$ cat config.mk
export PLATFORM = sky130hd
export DESIGN_NAME = array_priority_queue
export DESIGN_NICKNAME = d
export VERILOG_FILES = /design/src/hdl/apq_pkg.sv /design/src/hdl/apq_core.sv /design/src/hdl/array_priority_queue.sv
export VERILOG_INCLUDE_DIRS = /design/src /design/src/hdl
export SDC_FILE = /design/constraint.sdc
export NUM_CORES = 1
export LEC_CHECK = 0
export BUFFER_PORTS_ARGS = -buffer_cell sky130_fd_sc_hd__buf_2
export CELL_PAD_IN_SITES_DETAIL_PLACEMENT = 1
export CELL_PAD_IN_SITES_GLOBAL_PLACEMENT = 1
export CORE_UTILIZATION = 30
export DETAILED_ROUTE_END_ITERATION = 6
export PLACE_DENSITY = 0.6
export SYNTH_ARGS = -nofsm -noshare
export SYNTH_HDL_FRONTEND = slang
export SYNTH_SLANG_ARGS = --single-unit
$ cat constraint.sdc
create_clock -name clock -period 4.5 [get_ports clock]
set_input_delay 0.45 -clock clock [delete_from_list [all_inputs] [get_ports clock]]
set_output_delay 0.45 -clock clock [all_outputs]
set_load 0.005 [all_outputs]
$ cat src/hdl/array_priority_queue_macros.svh
// assertion macros for the array priority queue
`ifndef ARRAY_PRIORITY_QUEUE_MACROS_SVH
`define ARRAY_PRIORITY_QUEUE_MACROS_SVH

// same-cycle implication, checked outside reset
`define APQ_ASSERT_NOW(label, ante, cons) \
   label: assert property (@(posedge clock) disable iff (reset) (ante) |-> (cons)) \
      else $error("array_priority_queue assertion failed");

// next-cycle implication, checked outside reset
`define APQ_ASSERT_NEXT(label, ante, cons) \
   label: assert property (@(posedge clock) disable iff (reset) (ante) |=> (cons)) \
      else $error("array_priority_queue assertion failed");

`endif

$ cat src/hdl/apq_pkg.sv
// types and constants shared by the array priority queue modules
package apq_pkg;

   localparam int DEPTH         = 8;
   localparam int PRIORITY_BITS = 8;

   localparam int IDX_W    = $clog2(DEPTH);
   localparam int CNT_W    = $clog2(DEPTH + 1);
   localparam int ACTION_W = 2;
   localparam int VALUE_W  = 32;
   localparam int PRIO_W   = 8;
   localparam int STATUS_W = 2;
   localparam int FILL_W   = 4;

   localparam logic [ACTION_W-1:0] ACT_ENQUEUE = 2'd0;
   localparam logic [ACTION_W-1:0] ACT_DEQUEUE = 2'd1;
   localparam logic [ACTION_W-1:0] ACT_PEEK    = 2'd2;

   localparam logic [STATUS_W-1:0] STATUS_OK    = 2'd0;
   localparam logic [STATUS_W-1:0] STATUS_FULL  = 2'd1;
   localparam logic [STATUS_W-1:0] STATUS_EMPTY = 2'd2;

   typedef struct packed {
      logic [ACTION_W-1:0]       action;
      logic signed [VALUE_W-1:0] entry_value;
      logic [PRIO_W-1:0]         entry_priority;
   } apq_req_type;

   typedef struct packed {
      logic [STATUS_W-1:0]       status;
      logic signed [VALUE_W-1:0] out_value;
      logic [PRIO_W-1:0]         out_priority;
      logic [FILL_W-1:0]         fill_count;
   } apq_rsp_type;

   typedef struct packed {
      logic [PRIORITY_BITS-1:0] prio;
      logic [VALUE_W-1:0]       value;
   } apq_entry_type;

   typedef struct packed {
      logic start;
      logic rsp_free;
   } apq_core_in_type;

   typedef struct packed {
      logic idle;
      logic done;
   } apq_core_out_type;

   typedef enum logic [1:0] {
      ST_IDLE,
      ST_SCAN,
      ST_SHIFT,
      ST_DONE
   } apq_state_type;

endpackage

$ cat src/hdl/apq_core.sv
// sequencer and entry memory: scan for the maximum; dequeue shifts entries down
module apq_core import apq_pkg::*; (
   input  logic             clock,
   input  logic             reset,
   input  apq_core_in_type  ctl_in,
   input  apq_req_type      req_data,
   output apq_core_out_type ctl_out,
   output apq_rsp_type      result
);

   apq_entry_type mem [DEPTH];
   apq_entry_type rd_data_ff;

   apq_state_type state_ff, state_in;
   logic [CNT_W-1:0] count_ff, count_in;
   logic [CNT_W-1:0] idx_ff, idx_in;
   logic             op_deq_ff, op_deq_in;
   logic             rd_valid_ff, rd_valid_in;
   logic [IDX_W-1:0] rd_idx_ff, rd_idx_in;
   apq_entry_type    best_ff, best_in;
   logic [IDX_W-1:0] best_idx_ff, best_idx_in;
   apq_rsp_type      res_ff, res_in;

   logic             mem_we;
   logic [IDX_W-1:0] mem_wa;
   apq_entry_type    mem_wd;
   logic             mem_re;
   logic [IDX_W-1:0] mem_ra;

   logic issue;
   logic is_full;
   logic is_empty;
   logic idx_end;

   assign issue    = idx_ff < count_ff;
   assign idx_end  = idx_ff == count_ff;
   assign is_full  = count_ff == CNT_W'(DEPTH);
   assign is_empty = count_ff == '0;

   // next state
   always_comb begin
      state_in = state_ff;
      case (state_ff)
         ST_IDLE: begin
            if (ctl_in.start) begin
               if ((req_data.action == ACT_DEQUEUE || req_data.action == ACT_PEEK)
                   && !is_empty) begin
                  state_in = ST_SCAN;
               end else begin
                  state_in = ST_DONE;
               end
            end
         end
         ST_SCAN: begin
            if (idx_end) begin
               state_in = op_deq_ff ? ST_SHIFT : ST_DONE;
            end
         end
         ST_SHIFT: begin
            if (idx_end) begin
               state_in = ST_DONE;
            end
         end
         ST_DONE: begin
            if (ctl_in.rsp_free) begin
               state_in = ST_IDLE;
            end
         end
         default: state_in = ST_IDLE;
      endcase
   end

   // memory controls and handshake toward the top level
   always_comb begin
      ctl_out.idle = state_ff == ST_IDLE;
      ctl_out.done = (state_ff == ST_DONE) && ctl_in.rsp_free;
      mem_we = 1'b0;
      mem_wa = '0;
      mem_wd = rd_data_ff;
      mem_re = 1'b0;
      mem_ra = idx_ff[IDX_W-1:0];
      case (state_ff)
         ST_IDLE: begin
            if (ctl_in.start && req_data.action == ACT_ENQUEUE && !is_full) begin
               mem_we       = 1'b1;
               mem_wa       = count_ff[IDX_W-1:0];
               mem_wd.prio  = PRIORITY_BITS'(req_data.entry_priority);
               mem_wd.value = req_data.entry_value;
            end
         end
         ST_SCAN: begin
            mem_re = issue;
         end
         ST_SHIFT: begin
            // read address runs two slots ahead of the write, so they never collide
            mem_re = issue;
            mem_we = rd_valid_ff;
            mem_wa = rd_idx_ff - IDX_W'(1);
         end
         default: begin
            mem_we = 1'b0;
         end
      endcase
   end

   // datapath next values
   always_comb begin
      count_in    = count_ff;
      idx_in      = idx_ff;
      op_deq_in   = op_deq_ff;
      rd_valid_in = 1'b0;
      rd_idx_in   = idx_ff[IDX_W-1:0];
      best_in     = best_ff;
      best_idx_in = best_idx_ff;
      res_in      = res_ff;
      case (state_ff)
         ST_IDLE: begin
            if (ctl_in.start) begin
               res_in.status       = STATUS_OK;
               res_in.out_value    = '0;
               res_in.out_priority = '0;
               idx_in              = '0;
               op_deq_in           = req_data.action == ACT_DEQUEUE;
               case (req_data.action)
                  ACT_ENQUEUE: begin
                     if (is_full) begin
                        res_in.status = STATUS_FULL;
                     end else begin
                        count_in = count_ff + CNT_W'(1);
                     end
                  end
                  ACT_DEQUEUE, ACT_PEEK: begin
                     if (is_empty) begin
                        res_in.status = STATUS_EMPTY;
                     end
                  end
                  default: begin
                     res_in.status = STATUS_OK;
                  end
               endcase
            end
         end
         ST_SCAN: begin
            rd_valid_in = issue;
            if (issue) begin
               idx_in = idx_ff + CNT_W'(1);
            end
            // strict compare keeps the oldest entry among equal priorities
            if (rd_valid_ff && (rd_idx_ff == '0 || rd_data_ff.prio > best_ff.prio)) begin
               best_in     = rd_data_ff;
               best_idx_in = rd_idx_ff;
            end
            if (idx_end) begin
               res_in.out_priority = PRIO_W'(best_in.prio);
               if (op_deq_ff) begin
                  res_in.out_value = best_in.value;
                  idx_in           = CNT_W'(best_idx_in) + CNT_W'(1);
               end
            end
         end
         ST_SHIFT: begin
            rd_valid_in = issue;
            if (issue) begin
               idx_in = idx_ff + CNT_W'(1);
            end
            if (idx_end) begin
               count_in = count_ff - CNT_W'(1);
            end
         end
         default: begin
            rd_valid_in = 1'b0;
         end
      endcase
      res_in.fill_count = FILL_W'(count_in);
   end

   always_ff @(posedge clock) begin
      if (reset) begin
         state_ff    <= ST_IDLE;
         count_ff    <= '0;
         rd_valid_ff <= 1'b0;
      end else begin
         state_ff    <= state_in;
         count_ff    <= count_in;
         rd_valid_ff <= rd_valid_in;
      end
   end

   always_ff @(posedge clock) begin
      idx_ff      <= idx_in;
      op_deq_ff   <= op_deq_in;
      rd_idx_ff   <= rd_idx_in;
      best_ff     <= best_in;
      best_idx_ff <= best_idx_in;
      res_ff      <= res_in;
   end

   always_ff @(posedge clock) begin
      if (mem_we) begin
         mem[mem_wa] <= mem_wd;
      end
   end

   always_ff @(posedge clock) begin
      if (mem_re) begin
         rd_data_ff <= mem[mem_ra];
      end
   end

   assign result = res_ff;

endmodule

$ cat src/hdl/array_priority_queue.sv
// Bounded priority queue of DEPTH (value, priority) pairs kept in arrival order in one
// memory with a registered read. One transaction is worked at a time. Enqueue, a
// dequeue or peek on an empty queue, and the unused action code go straight to a
// result with no scan. A peek or a dequeue otherwise uses the single memory read
// port: it visits each held entry once to find the maximum priority, and a dequeue
// then visits each entry younger than the one removed once more to shift it down a
// slot. A finished result sits in an output register, so the next request is
// accepted while the previous response still waits for rsp_ready.
`include "array_priority_queue_macros.svh"

module array_priority_queue import apq_pkg::*; (
   input  logic        clock,
   input  logic        reset,
   input  logic        req_valid,
   output logic        req_ready,
   input  apq_req_type req_data,
   output logic        rsp_valid,
   input  logic        rsp_ready,
   output apq_rsp_type rsp_data
);

   apq_core_in_type  core_in;
   apq_core_out_type core_out;
   apq_rsp_type      core_result;

   logic        rsp_valid_ff, rsp_valid_in;
   apq_rsp_type rsp_data_ff;

   assign req_ready        = core_out.idle;
   assign core_in.start    = req_valid && req_ready;
   assign core_in.rsp_free = !rsp_valid_ff || rsp_ready;

   apq_core u_core (
      .clock    (clock),
      .reset    (reset),
      .ctl_in   (core_in),
      .req_data (req_data),
      .ctl_out  (core_out),
      .result   (core_result)
   );

   always_comb begin
      rsp_valid_in = rsp_valid_ff;
      if (core_out.done) begin
         rsp_valid_in = 1'b1;
      end else if (rsp_ready) begin
         rsp_valid_in = 1'b0;
      end
   end

   always_ff @(posedge clock) begin
      if (reset) begin
         rsp_valid_ff <= 1'b0;
      end else begin
         rsp_valid_ff <= rsp_valid_in;
      end
   end

   always_ff @(posedge clock) begin
      if (core_out.done) begin
         rsp_data_ff <= core_result;
      end
   end

   assign rsp_valid = rsp_valid_ff;
   assign rsp_data  = rsp_data_ff;

   // a full report only comes with a full queue
   `APQ_ASSERT_NOW(a_full_count, rsp_valid && rsp_data.status == STATUS_FULL, rsp_data.fill_count == FILL_W'(DEPTH))
   // an empty report carries no entry and no count
   `APQ_ASSERT_NOW(a_empty_zero, rsp_valid && rsp_data.status == STATUS_EMPTY, rsp_data.fill_count == '0 && rsp_data.out_value == '0 && rsp_data.out_priority == '0)
   // the core never overwrites a response still waiting to be taken
   `APQ_ASSERT_NOW(a_no_overwrite, core_out.done, !rsp_valid_ff || rsp_ready)
   // a finished transaction is always presented next cycle
   `APQ_ASSERT_NEXT(a_done_shows, core_out.done, rsp_valid)

endmodule

* Word level (Yosys, flattened, before mapping) *
Memory sizes are Yosys's and may differ from the RTL's. A register that Yosys moved wholly into a read port is not among the register bits.
Cells that the tools add are included.

operators by class
  $add $sub $neg = 5
  $lt $le $gt $ge = 2
  equal/unequal tests = 12
  multiplexer cells = 38
  reduce and logical (&&, ||, !) cells = 26

operator list
  kind                                                   count
  two-way mux 40 bit                                     5
  case mux 40 bit (2 select lines)                       1
  two-way mux 32 bit                                     1
  two-way mux 4 bit                                      8
  two-way mux 2 bit                                      6
  case mux 4 bit (3 select lines)                        1
  inequality test 2 x 1 -> 1 bit, second input constant  5
  two-way mux 3 bit                                      3
  adder 4 x 1 -> 4 bit, second input constant            2
  greater-than comparator 8 bit                          1
  two-way mux 1 bit                                      8
  case mux 2 bit (4 select lines)                        1
  case mux 4 bit (2 select lines)                        1
  AND reduction 4 bit                                    2
  equality test 2 bit, second input constant             3
  logical AND 1 bit                                      6
  case mux 3 bit (2 select lines)                        1
  adder 3 x 1 -> 4 bit, second input constant            1
  equality test 2 x 1 -> 1 bit, second input constant    2
  equality test 4 bit                                    1
  equality test 4 bit, second input constant             1
  zero test 2 bit                                        2
  zero test 4 bit                                        1
  less-than comparator 4 bit                             1
  12 further kinds                                       19

word-level totals
  flip-flop bits (word level) = 151
  bits in writable memories = 320
  bits of input ports = 46
  output and inout bits = 48
  word-level logic and storage cells = 102
  memories = 1

memory list
  memory      depth  width  read ports  clocked after Yosys merged registers in  write ports  line            text
  u_core.mem  8      40     1           1                                        1            apq_core.sv:11  apq_entry_type mem [DEPTH];

* Logic depth before layout (Yosys ltp) *
  depth after elaboration = 9
  gate-level depth with buffers = 12
  gate-level depth less buffers = 11

* Cells and area by module *
A second synthesis with hierarchy kept.

second synthesis, totals
  cells, all modules = 1063
  area total of the unflattened synthesis = 20233.2 sq um

modules (own cells, without submodules)
  module                instances  cells an instance  area each (sq um)  sequential area each (sq um)
  apq_core              1          1012               18799.3            13793.2
  array_priority_queue  1          51                 1433.9             1401.3

* Worst setup path after synthesis *
OpenSTA, ideal clock, no wires.

  path kind = input port to flip-flop
  from = in req_data[41] (netlist bit)
  to = mem u_core.mem[7][0] (netlist bit), enable pin
  library setup time = 0.487 ns
  data arrival time = 4.235 ns
  data required time = 4.013 ns
  setup slack = -0.221 ns
  stages on the path = 7
  path buffers = 1
  cells stage by stage = inv_1 ha_1 and3_1 clkbuf_1 a21boi_4 a22oi_1 nor3_1

between the ends
  word-level cells in the longest chain between the ends = 7
  elaborated cells on any way between the ends = 9
  classes of those cells = 6 x mux; 3 x reduce/logical

RTL lines
  what                                     line                        text
  from (decl)                              array_priority_queue.sv:16  input apq_req_type req_data,
  zero test 2 bit (*)                      apq_core.sv:84              if (ctl_in.start && req_data.action == ACT_ENQUEUE && !is_full) begin
  logical AND 1 bit (*) (2 in series)      apq_core.sv:84
  two-way mux 1 bit                        apq_core.sv:84
  case mux 1 bit (2 select lines)          apq_core.sv:82              case (state_ff)
  two-way mux 1 bit                        apq_core.sv:199             if (mem_we) begin
  two-way mux 1 bit (implied by the code)  apq_core.sv:200             mem[mem_wa] <= mem_wd;
  to (decl)                                apq_core.sv:11

Mark *: on every way between the ends. The rest lies on a longest branch, timed or not.

* Final worst setup path *
  from = reg u_core.state_ff[1]
  to = mem u_core.mem[4][12] (netlist bit), enable pin

between the ends
  word-level cells in the longest chain between the ends = 8
  elaborated cells on any way between the ends = 11
  classes of those cells = 1 x eq/ne; 6 x mux; 4 x reduce/logical

RTL lines
  what                                     line                            text
  from (decl)                              apq_core.sv:14                  apq_state_type state_ff, state_in;
  from (signal assigned)                   apq_core.sv:183                 state_ff <= state_in;
  zero test 2 bit                          apq_core.sv:75, apq_core.sv:82
  logical AND 1 bit                        array_priority_queue.sv:30      assign core_in.start = req_valid && req_ready;
  logical AND 1 bit (2 in series)          apq_core.sv:84
  two-way mux 1 bit                        apq_core.sv:84
  case mux 1 bit (2 select lines)          apq_core.sv:82
  two-way mux 1 bit                        apq_core.sv:199
  two-way mux 1 bit (implied by the code)  apq_core.sv:200

Parallel ways exist; a longest one is shown, timed or not.

==> qor.csv <==
stage,metric,value,unit
outcome,outcome,finished with violations,
outcome,failing checks,DRC,
cells_and_area,Multi-input gate area,4790,sq um
cells_and_area,fin cells,2102,
clock_tree,H-tree Lvls,2,
pwr,power density cells,647,nW/um^2
worst_hold_path,Worst Hold Class,in2reg,
pwr,peak supply drop,0.000426,V
pwr,sw power,4.58,mW
cells_and_area,share of layout cells above drive strength 1,0.305,
die,Initial Util,0.305,
sta,Fin Clk Skew,0.0185,ns
synth,share of the synthesized area in the top cell type,0.738,
clock_tree,CTS Buf Count,53,
setup_path,critical path class,reg2reg,
drt,final WL,44800,um
sta,hold_ws,0.156,ns
clock_tree,hold_buf cts,0,
clock_tree,Post-CTS Setup Bufs,0,
synth,Synthesized Nets,1133,
grt,vias in the first global route,10800,
grt,initial antenna violation count,0,
grt,total track usage,0.133,
clock_tree,CTS Sinks,511,
cells_and_area,NumNets Final,1267,
sta,final setup fails,0,
clock_tree,Clock Path Buffers,3,
synth,leading area contributor after synthesis,edfxtp_1,
drt,routed vias,9812,
pwr,Seq pwr share,0.467,
placement,dpl hpwl,26500,um
synth,ys flop type,edfxtp_1,
grt,largest net degree at the start of global routing,88,
pwr,Final Power,15.2,mW
clock_tree,CTS tree,done,
placement,placed cells,2004,
synth,Post-synth EDFFs,496,
cells_and_area,Fillers,6598,
die,row count,94,
synth,Syn Inst Count,1061,
setup_path,Crit. End Element,flop,
synth,mapped cell area,20200,sq um
setup_path,CP Launch Type,flop,
drt,Avg WL per Cell,21.3,um
setup_path,top fanout value on the critical path,29,
pwr,Pleak,8.01,nW
die,Ports,94,
sta,Fin. Hold Viols,0,
grt,grt ovf,0,
cells_and_area,synthesis-to-finish area growth,16.3,%
run,Max Cap Violations,0,
synth,Syn. warnings,0,
cells_and_area,Register Area,15200,sq um
placement,Buffers on Ports,93,
sta,actual slew at the worst max-slew pin,1.09,ns
pwr,combinational power share,0.266,
grt,first-pass GRT wire length,67900,um
sta,relative slew slack,0.261,
clock_tree,clock-pin transition on the worst setup and hold timing paths,0.06,ns
die,Core Box Area,66200,sq um
drt,initial DRC count,622,
drt,Vias per Instance,4.67,
synth,leading post-synthesis cells by cell area,"edfxtp_1, mux4_2, mux2_4",
clock_tree,Root Driver,clkbuf_16,
synth,fraction of registers with async set/reset,0,
pwr,Pint,10.6,mW
die,Die Y,261,um
drt,Pre-Repair DR Iteration Count,7,
sta,Tmin final,3.41,ns
clock_tree,Post-CTS Resized,0,
die,Die Area,68300,sq um
synth,post-synth cell types,52,
pwr,Sw Ratio,0.302,
sta,Fmax,294,MHz
pwr,clock power share,0.268,
sta,RSZ-0062 raised after global routing,false,
die,Die X,261,um
drt,antenna-violating nets left,0,
setup_path,Critical Path AT,3.75,ns
placement,GPL Wtd Cong,0.770,
cells_and_area,Ant. Diodes,0,
synth,#FFs+latches synth,511,
setup_path,CP required,4.84,ns
synth,Syn Area/Cell,19.0,sq um
sta,setup TNS,0,ns
drt,Residual DRC,6,
synth,"Seq/Total Area, Yosys",0.753,
sta,Final period util,0.757,
clock_tree,worst skew pair latency,0.60,ns
sta,Final Max Tran Viols,0,
## Yosys cell counts (2+ instances only)
cell type,count
a21boi_0,2
and2_1,43
edfxtp_1,496
a22oi_1,2
o211ai_1,2
mux2_4,37
nor2_1,18
dfxtp_1,15
a31oi_1,3
xnor2_1,4
nand4_1,6
buf_2,12
ha_1,26
nor4_1,2
o22ai_1,3
o21a_1,3
clkbuf_1,25
o21ai_0,6
buf_1,2
mux4_2,80
a221oi_1,2
nand3_1,2
mux2_2,44
a21oi_1,13
inv_1,24
nand2b_1,4
and3_1,2
nand2_1,141
buf_6,4
nor2b_1,11
nor3_1,6
## critical path: stages (launching register included)
cell and delay [ns]:
dfxtp_1 0.35, inv_1 0.15, ha_1 0.39, and3_1 0.36, nand2_2 0.33, a41oi_1 0.99, nor2_4 0.27, buf_12 0.29
## cell usage in the layout (no fill, tap or decap), types with 3 or more instances in the layout
| master | count |
|---|---|
| dfxtp_1 | 15 |
| clkbuf_1 | 12 |
| edfxtp_1 | 496 |
| and2_1 | 41 |
| buf_4 | 25 |
| a21oi_1 | 13 |
| o21a_1 | 3 |
| mux2_4 | 37 |
| o21ai_0 | 6 |
| nor2_4 | 6 |
| a31oi_1 | 3 |
| inv_6 | 3 |
| o22ai_1 | 3 |
| mux4_2 | 80 |
| nand2_1 | 140 |
| clkinv_1 | 10 |
| nand4_1 | 6 |
| clkbuf_16 | 53 |
| nor2_1 | 12 |
| inv_1 | 24 |
| xnor2_1 | 4 |
| ha_1 | 25 |
| clkinv_2 | 14 |
| nand2b_1 | 4 |
| buf_12 | 4 |
| buf_2 | 93 |
| nor3_1 | 4 |
| nor2b_1 | 10 |
| mux2_2 | 44 |
## power groups by stage
| stage | sequential [mW] | combinational (mW) | clock (mW) |
|---|---|---|---|
| final | 7.09 | 4.04 | 4.07 |
| after global routing | 7.16 | 4.47 | 4.36 |
| after CTS | 7.10 | 4.16 | 4.20 |
| after detailed placement | 7.19 | 4.14 | 0 |
| after global placement | 7.16 | 4.03 | 0 |
| after floorplan | 7.07 | 2.82 | 0 |
## flip-flops by register name, summed over array words and instances, names as in the netlist
name,flops
u_core.op_deq_ff,1
u_core.state_ff,2
u_core.mem,320
rsp_data,46
u_core.count_ff,4
u_core.idx_ff,4
u_core.rd_valid_ff,1
u_core.best_ff,40
u_core.result,46
u_core.best_idx_ff,3
rsp_valid,1
u_core.rd_data_ff,40
u_core.rd_idx_ff,3
## final cells by class
cell class | count | area share
Clock buffer | 66 | 0.0590
Clock inverter | 32 | 0.00901
Inverter | 24 | 0.00384
Multi-Input combinational cell | 483 | 0.204
Sequential cell | 511 | 0.647
Tap cell | 864 | 0.0460
Timing Repair Buffer | 122 | 0.0312
## layer usage
layer,wire [um],share of wire,track usage,up-vias
li1,-,-,-,4408
met4,691,0.015,0.0329,0
met1,20600,0.46,0.178,5170
met5,0,0,0,-
met3,1730,0.039,0.0264,53
met2,21700,0.49,0.222,181
## per-stage QoR
step	cell area, sq um	util	setup slack (ns)
CTS	23500	0.355	1.06
floorplan	20200	-	0.730
detailed placement	21900	0.331	1.07
finish	23500	0.355	1.09
global route	23500	0.355	0.854
global placement	21900	0.331	1.22
## path summary, 6_finish.rpt
path                                        start                          end  slack [ns]  cells past startpoint
setup / recovery  u_core.state_ff[1]$_SDFFE_PP0P_  u_core.mem[4][12]$_DFFE_PP_        1.09                      7
setup reg to reg  u_core.state_ff[1]$_SDFFE_PP0P_  u_core.mem[4][12]$_DFFE_PP_        1.09                      7
hold reg to reg          u_core.result[3]$_DFF_P_        rsp_data[3]$_DFFE_PP_        0.40                      0
hold / removal                              reset       rsp_valid$_SDFFE_PP0P_        0.16                      2
## cells by family (layout without fill, tap and decap cells)
group                    count (synthesis)  after routing  synth area share
AO/OA/AOI/OAI                           51             51            0.0182
XOR/XNOR                                 5              5           0.00217
adder cells (fa/ha/maj)                 26             26            0.0161
buffers and inverters                   67            244            0.0147
flip-flops                             511            511             0.753
multiplexers                           162            162             0.142
AND/OR/NAND/NOR                        239            239            0.0542
Note: power is estimated with default switching activity, not from simulation.
